--- config.mk ---
export PLATFORM = sky130hd
export DESIGN_NAME = byte_ring_buffer_peek_skip_revert
export DESIGN_NICKNAME = d
export VERILOG_FILES = /design/src/rtl/core/brb_pkg.sv /design/src/rtl/core/byte_ring_buffer_peek_skip_revert.sv /design/src/rtl/core/brb_front.sv /design/src/rtl/core/brb_queue.sv /design/src/rtl/core/brb_back.sv
export SDC_FILE = /design/constraint.sdc
export NUM_CORES = 2
export LEC_CHECK = 0
export ABC_AREA = 1
export BUFFER_PORTS_ARGS = -buffer_cell sky130_fd_sc_hd__buf_2
export CAP_MARGIN = 10
export CORE_UTILIZATION = 36
export DETAILED_ROUTE_END_ITERATION = 8
export SLEW_MARGIN = 40
export SYNTH_ARGS = -nofsm -noshare
export SYNTH_HDL_FRONTEND = slang
export SYNTH_SLANG_ARGS = --single-unit
export TNS_END_PERCENT = 10
--- constraint.sdc ---
create_clock -name clk -period 9.98 [get_ports clk]
set_input_delay 0.998 -clock clk [delete_from_list [all_inputs] [get_ports clk]]
set_output_delay 0.998 -clock clk [all_outputs]
set_load 0.02 [all_outputs]
--- src/rtl/core/brb_pkg.sv ---
`default_nettype none

package brb_pkg;

  localparam int STORE_DEPTH    = 256;
  localparam int READ_MAX_BYTES = 64;

  localparam int LEN_CAP = (STORE_DEPTH < 256) ? STORE_DEPTH : 256;
  localparam int POS_W   = $clog2(LEN_CAP);
  localparam int LEN_W   = POS_W + 1;
  localparam int CFG_W   = 9;
  localparam int XFER_W  = 11;
  localparam int LEFT_W  = $clog2(READ_MAX_BYTES + 1);

  localparam int QUEUE_DEPTH = 4;
  localparam int QPTR_W      = $clog2(QUEUE_DEPTH);

  typedef logic [POS_W-1:0] pos_t;
  typedef logic [LEN_W-1:0] len_t;

  typedef enum logic [2:0] {
    CMD_WRITE  = 3'd0,
    CMD_READ   = 3'd1,
    CMD_PEEK   = 3'd2,
    CMD_SKIP   = 3'd3,
    CMD_REVERT = 3'd4
  } command_t;

  localparam logic REG_BUFFER_LENGTH   = 1'b0;
  localparam logic REG_ENTRY_SIZE_LOG2 = 1'b1;

  typedef enum logic {
    FS_IDLE,
    FS_STREAM
  } front_state_t;

  typedef struct packed {
    logic       mem_wr;
    logic       mem_rd;
    pos_t       addr;
    logic [7:0] data;
    logic [7:0] done;
    logic       last;
    logic [7:0] used;
    logic [7:0] free;
    logic       is_empty;
    logic       is_full;
  } op_t;

  // a < n, b < n
  function automatic pos_t wrap_add(pos_t a, len_t b, len_t n);
    len_t s;
    s = len_t'(a) + b;
    if (s >= n) s = s - n;
    return pos_t'(s);
  endfunction

  function automatic pos_t wrap_sub(pos_t a, len_t b, len_t n);
    len_t s;
    if (len_t'(a) >= b) s = len_t'(a) - b;
    else s = len_t'(a) + n - b;
    return pos_t'(s);
  endfunction

endpackage

`default_nettype wire

--- src/rtl/core/byte_ring_buffer_peek_skip_revert.sv ---
// Channel  | Handshake          | Payload
// ---------+--------------------+--------------------------------------------------
// input    | push / full        | command, data_byte, burst_last, burst_bytes,
//          |                    | entry_count, peek_offset
// result   | pop / empty        | out_byte, byte_valid, entries_done, last,
//          |                    | used_bytes, free_bytes, is_empty, is_full
// config   | cfg_write          | cfg_index, cfg_data
//
// Write, peek, skip, revert and unknown items give one result each.
// A read of N bytes holds full while the front issues its remaining bytes,
// one per cycle while the op queue is not full.
// A result passes through the op queue and the result register to the ports.
// Synchronous reset clears positions, burst state, queue and result valid flag;
// the byte store is not cleared. full also rises while the 4-entry queue is full.
`default_nettype none

module byte_ring_buffer_peek_skip_revert (
  input  wire logic                      clk,
  input  wire logic                      rst,
  input  wire logic                      cfg_write,
  input  wire logic                      cfg_index,
  input  wire logic [brb_pkg::CFG_W-1:0] cfg_data,
  input  wire logic                      push,
  output logic                           full,
  input  wire logic [2:0]                command,
  input  wire logic [7:0]                data_byte,
  input  wire logic                      burst_last,
  input  wire logic [7:0]                burst_bytes,
  input  wire logic [7:0]                entry_count,
  input  wire logic [7:0]                peek_offset,
  output logic                           empty,
  input  wire logic                      pop,
  output logic [7:0]                     out_byte,
  output logic                           byte_valid,
  output logic [7:0]                     entries_done,
  output logic                           last,
  output logic [7:0]                     used_bytes,
  output logic [7:0]                     free_bytes,
  output logic                           is_empty,
  output logic                           is_full
);
  import brb_pkg::*;

  op_t  f_op;
  op_t  b_op;
  logic f_push;
  logic q_full;
  logic q_empty;
  logic q_pop;

  brb_front u_front (
    .clk         (clk),
    .rst         (rst),
    .cfg_write   (cfg_write),
    .cfg_index   (cfg_index),
    .cfg_data    (cfg_data),
    .push        (push),
    .full        (full),
    .command     (command),
    .data_byte   (data_byte),
    .burst_last  (burst_last),
    .burst_bytes (burst_bytes),
    .entry_count (entry_count),
    .peek_offset (peek_offset),
    .q_push      (f_push),
    .q_op        (f_op),
    .q_full      (q_full)
  );

  brb_queue u_queue (
    .clk    (clk),
    .rst    (rst),
    .push   (f_push),
    .op_in  (f_op),
    .full   (q_full),
    .pop    (q_pop),
    .op_out (b_op),
    .empty  (q_empty)
  );

  brb_back u_back (
    .clk          (clk),
    .rst          (rst),
    .q_op         (b_op),
    .q_empty      (q_empty),
    .q_pop        (q_pop),
    .pop          (pop),
    .empty        (empty),
    .out_byte     (out_byte),
    .byte_valid   (byte_valid),
    .entries_done (entries_done),
    .last         (last),
    .used_bytes   (used_bytes),
    .free_bytes   (free_bytes),
    .is_empty     (is_empty),
    .is_full      (is_full)
  );

endmodule

`default_nettype wire

--- src/rtl/core/brb_front.sv ---
`default_nettype none

module brb_front (
  input  wire logic                       clk,
  input  wire logic                       rst,
  input  wire logic                       cfg_write,
  input  wire logic                       cfg_index,
  input  wire logic [brb_pkg::CFG_W-1:0]  cfg_data,
  input  wire logic                       push,
  output logic                            full,
  input  wire logic [2:0]                 command,
  input  wire logic [7:0]                 data_byte,
  input  wire logic                       burst_last,
  input  wire logic [7:0]                 burst_bytes,
  input  wire logic [7:0]                 entry_count,
  input  wire logic [7:0]                 peek_offset,
  output logic                            q_push,
  output brb_pkg::op_t                    q_op,
  input  wire logic                       q_full
);
  import brb_pkg::*;

  front_state_t      state, state_next;
  pos_t              rp, rp_next;
  pos_t              wp, wp_next;
  logic              burst_open, burst_open_next;
  logic              burst_accepted, burst_accepted_next;
  logic [7:0]        burst_total, burst_total_next;
  logic [7:0]        burst_count, burst_count_next;
  logic [CFG_W-1:0]  buf_len;
  logic [1:0]        esl;
  op_t               stream_op, stream_op_next;
  pos_t              stream_addr, stream_addr_next;
  logic [LEFT_W-1:0] stream_left, stream_left_next;

  len_t              n;
  pos_t              used;
  pos_t              used_n;
  pos_t              free;
  logic [XFER_W-1:0] bytes;
  logic [XFER_W-1:0] eff_bytes;
  logic              accept;
  logic              acc_c;
  logic [7:0]        tot_c;
  logic [7:0]        cnt_c;
  logic [7:0]        cnt_n;
  logic              store;
  op_t               op;

  always_comb begin
    if (buf_len < CFG_W'(2)) n = len_t'(2);
    else if (buf_len > CFG_W'(LEN_CAP)) n = len_t'(LEN_CAP);
    else n = len_t'(buf_len);
  end

  assign used  = wrap_sub(wp, len_t'(rp), n);
  assign free  = pos_t'(n - len_t'(1) - len_t'(used));
  assign bytes = XFER_W'(entry_count) << esl;

  assign full   = (state != FS_IDLE) || q_full;
  assign accept = push && !full;

  always_ff @(posedge clk) begin
    if (rst) begin
      buf_len <= CFG_W'(256);
      esl     <= 2'd0;
    end else if (cfg_write) begin
      unique case (cfg_index)
        REG_BUFFER_LENGTH:   buf_len <= cfg_data;
        REG_ENTRY_SIZE_LOG2: esl     <= cfg_data[1:0];
        default: ;
      endcase
    end
  end

  always_ff @(posedge clk) begin
    if (rst) begin
      state          <= FS_IDLE;
      rp             <= '0;
      wp             <= '0;
      burst_open     <= 1'b0;
      burst_accepted <= 1'b0;
      burst_total    <= '0;
      burst_count    <= '0;
    end else begin
      state          <= state_next;
      rp             <= rp_next;
      wp             <= wp_next;
      burst_open     <= burst_open_next;
      burst_accepted <= burst_accepted_next;
      burst_total    <= burst_total_next;
      burst_count    <= burst_count_next;
    end
  end

  always_ff @(posedge clk) begin
    stream_op   <= stream_op_next;
    stream_addr <= stream_addr_next;
    stream_left <= stream_left_next;
  end

  always_comb begin
    state_next          = state;
    rp_next             = rp;
    wp_next             = wp;
    burst_open_next     = burst_open;
    burst_accepted_next = burst_accepted;
    burst_total_next    = burst_total;
    burst_count_next    = burst_count;
    stream_op_next      = stream_op;
    stream_addr_next    = stream_addr;
    stream_left_next    = stream_left;
    used_n              = used;
    eff_bytes           = '0;
    acc_c               = burst_accepted;
    tot_c               = burst_total;
    cnt_c               = burst_count;
    cnt_n               = burst_count;
    store               = 1'b0;
    op                  = '0;
    q_push              = 1'b0;
    q_op                = '0;

    unique case (state)
      FS_IDLE: begin
        if (accept) begin
          q_push  = 1'b1;
          op.last = 1'b1;
          case (command_t'(command))
            CMD_WRITE: begin
              if (!burst_open) begin
                acc_c = (burst_bytes != 8'd0) && (9'(burst_bytes) <= 9'(free));
                tot_c = burst_bytes;
                cnt_c = 8'd0;
              end
              store     = acc_c && (cnt_c < tot_c);
              cnt_n     = cnt_c + 8'(store);
              op.mem_wr = store;
              op.addr   = wp;
              op.data   = data_byte;
              if (store) begin
                wp_next = wrap_add(wp, len_t'(1), n);
                used_n  = used + pos_t'(1);
              end
              burst_total_next = tot_c;
              if (burst_last) begin
                op.done             = acc_c ? (cnt_n >> esl) : 8'd0;
                burst_open_next     = 1'b0;
                burst_accepted_next = 1'b0;
                burst_count_next    = 8'd0;
              end else begin
                burst_open_next     = 1'b1;
                burst_accepted_next = acc_c;
                burst_count_next    = cnt_n;
              end
            end
            CMD_READ: begin
              if (bytes != '0 && bytes <= XFER_W'(READ_MAX_BYTES) &&
                  bytes <= XFER_W'(used)) begin
                rp_next   = wrap_add(rp, len_t'(bytes), n);
                used_n    = used - pos_t'(bytes);
                op.mem_rd = 1'b1;
                op.addr   = rp;
                op.done   = entry_count;
                op.last   = (bytes == XFER_W'(1));
                if (bytes != XFER_W'(1)) begin
                  state_next       = FS_STREAM;
                  stream_addr_next = wrap_add(rp, len_t'(1), n);
                  stream_left_next = LEFT_W'(bytes - XFER_W'(1));
                end
              end
            end
            CMD_PEEK: begin
              if (9'(peek_offset) < 9'(used)) begin
                op.mem_rd = 1'b1;
                op.addr   = wrap_add(rp, len_t'(peek_offset), n);
              end
            end
            CMD_SKIP: begin
              if (bytes > XFER_W'(used)) begin
                eff_bytes = XFER_W'(used);
                rp_next   = wp;
                used_n    = '0;
              end else begin
                eff_bytes = bytes;
                rp_next   = wrap_add(rp, len_t'(bytes), n);
                used_n    = used - pos_t'(bytes);
              end
              op.done = 8'(eff_bytes >> esl);
            end
            CMD_REVERT: begin
              if (bytes > XFER_W'(used)) begin
                eff_bytes = XFER_W'(used);
                wp_next   = rp;
                used_n    = '0;
              end else begin
                eff_bytes = bytes;
                wp_next   = wrap_sub(wp, len_t'(bytes), n);
                used_n    = used - pos_t'(bytes);
              end
              op.done = 8'(eff_bytes >> esl);
            end
            default: ;
          endcase
          op.used     = 8'(used_n);
          op.free     = 8'(n - len_t'(1) - len_t'(used_n));
          op.is_empty = (used_n == '0);
          op.is_full  = (len_t'(used_n) == n - len_t'(1));
          q_op           = op;
          stream_op_next = op;
        end
      end
      FS_STREAM: begin
        if (!q_full) begin
          q_push           = 1'b1;
          q_op             = stream_op;
          q_op.addr        = stream_addr;
          q_op.last        = (stream_left == LEFT_W'(1));
          stream_addr_next = wrap_add(stream_addr, len_t'(1), n);
          stream_left_next = stream_left - LEFT_W'(1);
          if (stream_left == LEFT_W'(1)) state_next = FS_IDLE;
        end
      end
      default: state_next = FS_IDLE;
    endcase

    // new length empties the buffer
    if (cfg_write && cfg_index == REG_BUFFER_LENGTH) begin
      rp_next             = '0;
      wp_next             = '0;
      burst_open_next     = 1'b0;
      burst_accepted_next = 1'b0;
      burst_total_next    = 8'd0;
      burst_count_next    = 8'd0;
    end
  end

endmodule

`default_nettype wire

--- src/rtl/core/brb_queue.sv ---
`default_nettype none

module brb_queue (
  input  wire logic         clk,
  input  wire logic         rst,
  input  wire logic         push,
  input  wire brb_pkg::op_t op_in,
  output logic              full,
  input  wire logic         pop,
  output brb_pkg::op_t      op_out,
  output logic              empty
);
  import brb_pkg::*;

  op_t               slots [QUEUE_DEPTH];
  logic [QPTR_W-1:0] wr_ptr;
  logic [QPTR_W-1:0] rd_ptr;
  logic [QPTR_W:0]   count;
  logic              do_push;
  logic              do_pop;

  assign full    = (count == (QPTR_W + 1)'(QUEUE_DEPTH));
  assign empty   = (count == '0);
  assign do_push = push && !full;
  assign do_pop  = pop && !empty;
  assign op_out  = slots[rd_ptr];

  always_ff @(posedge clk) begin
    if (do_push) slots[wr_ptr] <= op_in;
  end

  always_ff @(posedge clk) begin
    if (rst) begin
      wr_ptr <= '0;
      rd_ptr <= '0;
      count  <= '0;
    end else begin
      if (do_push) wr_ptr <= wr_ptr + QPTR_W'(1);
      if (do_pop) rd_ptr <= rd_ptr + QPTR_W'(1);
      count <= count + (QPTR_W + 1)'(do_push) - (QPTR_W + 1)'(do_pop);
    end
  end

endmodule

`default_nettype wire

--- src/rtl/core/brb_back.sv ---
`default_nettype none

module brb_back (
  input  wire logic         clk,
  input  wire logic         rst,
  input  wire brb_pkg::op_t q_op,
  input  wire logic         q_empty,
  output logic              q_pop,
  input  wire logic         pop,
  output logic              empty,
  output logic [7:0]        out_byte,
  output logic              byte_valid,
  output logic [7:0]        entries_done,
  output logic              last,
  output logic [7:0]        used_bytes,
  output logic [7:0]        free_bytes,
  output logic              is_empty,
  output logic              is_full
);
  import brb_pkg::*;

  logic [7:0] mem [LEN_CAP];
  logic [7:0] rdata;
  op_t        res;
  logic       res_valid;

  assign q_pop = !q_empty && (!res_valid || pop);

  always_ff @(posedge clk) begin
    if (q_pop && q_op.mem_wr) mem[q_op.addr] <= q_op.data;
  end

  always_ff @(posedge clk) begin
    if (q_pop && q_op.mem_rd) rdata <= mem[q_op.addr];
  end

  always_ff @(posedge clk) begin
    if (q_pop) res <= q_op;
  end

  always_ff @(posedge clk) begin
    if (rst) begin
      res_valid <= 1'b0;
    end else if (q_pop) begin
      res_valid <= 1'b1;
    end else if (pop) begin
      res_valid <= 1'b0;
    end
  end

  assign empty        = !res_valid;
  assign out_byte     = res.mem_rd ? rdata : 8'd0;
  assign byte_valid   = res.mem_rd;
  assign entries_done = res.done;
  assign last         = res.last;
  assign used_bytes   = res.used;
  assign free_bytes   = res.free;
  assign is_empty     = res.is_empty;
  assign is_full      = res.is_full;

endmodule

`default_nettype wire

==> out/summary.txt <==
status: completed
die width: 529 µm
die area: 280000 µm²
Final Hold Fails: 0
clk slew on worst S/H paths: 60 ps
vias in the first global route: 63600
fmax: 115 MHz
GRT Util Overall: 0.206
Yosys top cell area share: 0.696
post-DP HPWL: 178 mm
Max VDD drop: 0.000291 V
setup TNS: 0 ps
gpl congestion: 0.912
Placed Instances: 11300
Unique masters post-synth: 64
drt first pass iters: 7
gr ovfl total: 0
RSZ-0062 raised after global routing: no
async set-reset flop share out of synthesis: 0
CTS Buf Count: 244
clock sinks: 2371
DR DRC count: 0
Final Total Pwr: 38.1 mW
first-pass GRT wire length: 431 mm
sequential element share of the synthesized area: 0.707
HP Start: cfg_data[8]
post-layout util: 0.408
count leader, synth: edfxtp_1
hold crit path type: input pin to register
Iter 0 DRT Violations: 7612
root buffer cell: clkbuf_16
critical path class: register to register
Top cell by count, worst path: nand2_1
largest cells by area after synthesis: edfxtp_1, nand3_1, a22oi_1
Worst setup EP type: register
CP max-delay cell: a21boi_0
cell area after layout: 113000 µm²
I/O pin total: 89
Least-Margin Pin Slew: 919 ps
postcts setup bufs: 0
RR Endpoint: u_queue.slots[3][8]
port bufs: 88
Syn Nets: 8118
Final nets: 8085
RR Startpoint: u_front.buf_len[4]
post-route setup slack: 1260 ps
final-report setup violation count: 0
Area Growth Syn to Fin: 12.7%
Slew Limit Headroom: 0.387
latest clock arrival within the worst-skew pair: 930 ps
initial antenna violation count: 6
Synth top cells by count: edfxtp_1, nand3_1, nand2_1
Post-Route WL: 296 mm
final period utilization: 0.874
Post-CTS Hold Fix Bufs: 0
worst reg2reg path depth: 52
Crit path largest cell delay: 580 ps
starting density of the core: 0.362
number of synthesized register bits: 2371
Worst R2R Setup Slack: 1260 ps
post-detailed-route count of antenna-violating nets: 0
Crit Path Max Fanout: 11
hold_ws: 398 ps
Final Non-Filler Cells: 11800
Pins Over Slew Limit: 0
CTS tree: done
Via Count: 66300
CP Launch Type: register
worst hold stages: 3
EDFF count, synth: 2315
Max-cap violations: 0
Req. time, crit path: 10570 ps
Die Y: 529 µm
fraction of layout cells with a size suffix above 1: 0.0942
Pwr Density: 339 nW/µm²
dpl cell area: 105000 µm²
Mapped Cells: 7893
Main synth FF type: edfxtp_1
CTS resizes: 0
Vias per Instance: 5.64
area leader, netlist: edfxtp_1
clk buf depth: 4
P_leak: 37.7 nW
largest net degree at the start of global routing: 182
Hold Path Sink: u_front.buf_len[8]
post-layout minimum cycle time: 8720 ps
num rows: 193
Setup WS pre-CTS: 1350 ps
Yosys warning count: 0
Mapped Area: 99900 µm²
H-Tree Depth: 4
CP Data Arrival Time: 9310 ps
wire length per cell: 25.2 µm
Syn Area/Cell: 12.7 µm²
Final Skew: 92.4 ps
CORE AREA: 276000 µm²
==> worst max-delay path by stage <==
stage | slack (ps) | depth (start not counted) | start | endpoint
global placement | 1250 | 52 | u_front.buf_len[4] | u_queue.slots[0][8]
finish | 1260 | 52 | u_front.buf_len[4] | u_queue.slots[3][8]
floorplan | 170 | 6 | register | u_back.mem[0][3]
CTS | 1300 | 52 | u_front.buf_len[3] | u_queue.slots[3][8]
global route | 260 | 52 | u_front.buf_len[3] | u_queue.slots[3][8]
detailed placement | 1350 | 52 | u_front.buf_len[3] | u_queue.slots[2][8]
==> power breakdown <==
| part | internal (mW) | total [mW] | leakage (nW) | switching (mW) |
|---|---|---|---|---|
| Sequential | 13.3 | 13.4 | 21.5 | 0.127 |
| Combinational | 3.67 | 15.7 | 12.5 | 12.0 |
| Clock | 5.21 | 8.99 | 3.83 | 3.78 |
| Total | 22.2 | 38.1 | 37.7 | 16.0 |
==> sequential cells by signal (all words and copies together), names as in the netlist, 9 cells and up, named ones only <==
register and count:
u_front.stream_op 36, u_back.mem 2048, u_front.buf_len 9, u_queue.slots 180
==> layer usage <==
layer	vias to the layer above	wire [µm]	global-route usage	share of wire
li1	29600	-	-	-
met1	33400	121000	0.277	0.41
met2	2885	140000	0.333	0.47
met3	497	23200	0.0314	0.078
met4	6	11900	0.0818	0.040
met5	-	35	0	0.00012
==> logic make-up after synthesis <==
family	count (synthesis)	share of synthesized area
adder cells (fa/ha/maj)	174	0.0229
AND/OR/NAND/NOR	3124	0.142
flip-flops	2371	0.707
buffers and inverters	852	0.0336
XOR/XNOR	104	0.00919
multiplexers	9	0.000914
AO/OA/AOI/OAI	1259	0.0844
==> critical path, delay by kind of cell (launching register included) <==
family	cells	cell delay [ps]
AOI/OAI and AO/OA	8	2110
xor gates and xnor gates	4	450
adders and majority gates	6	1870
buffers and inverters	10	1100
DFF	1	300
and+or+nand+nor	24	2600
==> cell type report <==
type                            instances  area [µm²]
Multi-Input combinational cell       4670       26300
Tap cell                             3705        4640
Antenna cell                            2        5.00
Clock buffer                          292        6400
Sequential cell                      2371       70600
Timing Repair Buffer                  231        1910
Fill cell                           25600      164000
Inverter                              342        1290
Clock inverter                        151        1390
==> layout by cell type (no fill, tap or decap), types with 42 or more instances in the layout <==
cell       Yosys  routed
edfxtp_1    2315    2315
a31oi_1       78      78
ha_1         159     159
nor3_1        55      55
nand2_1      797     787
clkinv_1       4      58
clkbuf_16      0     249
o21ai_0      218     216
a22o_1        55      55
buf_4          2     103
a22oi_1      531     531
inv_1        327     318
clkinv_2       0      56
buf_2         98      88
nor2_1       542     470
nand3_1     1589    1589
nor2_2        10      72
a21oi_1      182     178
nand4_1       79      79
clkbuf_1     327      42
xor2_1        78      78
dfxtp_1       56      53
No activity file was read; power rests on OpenSTA's default activity.
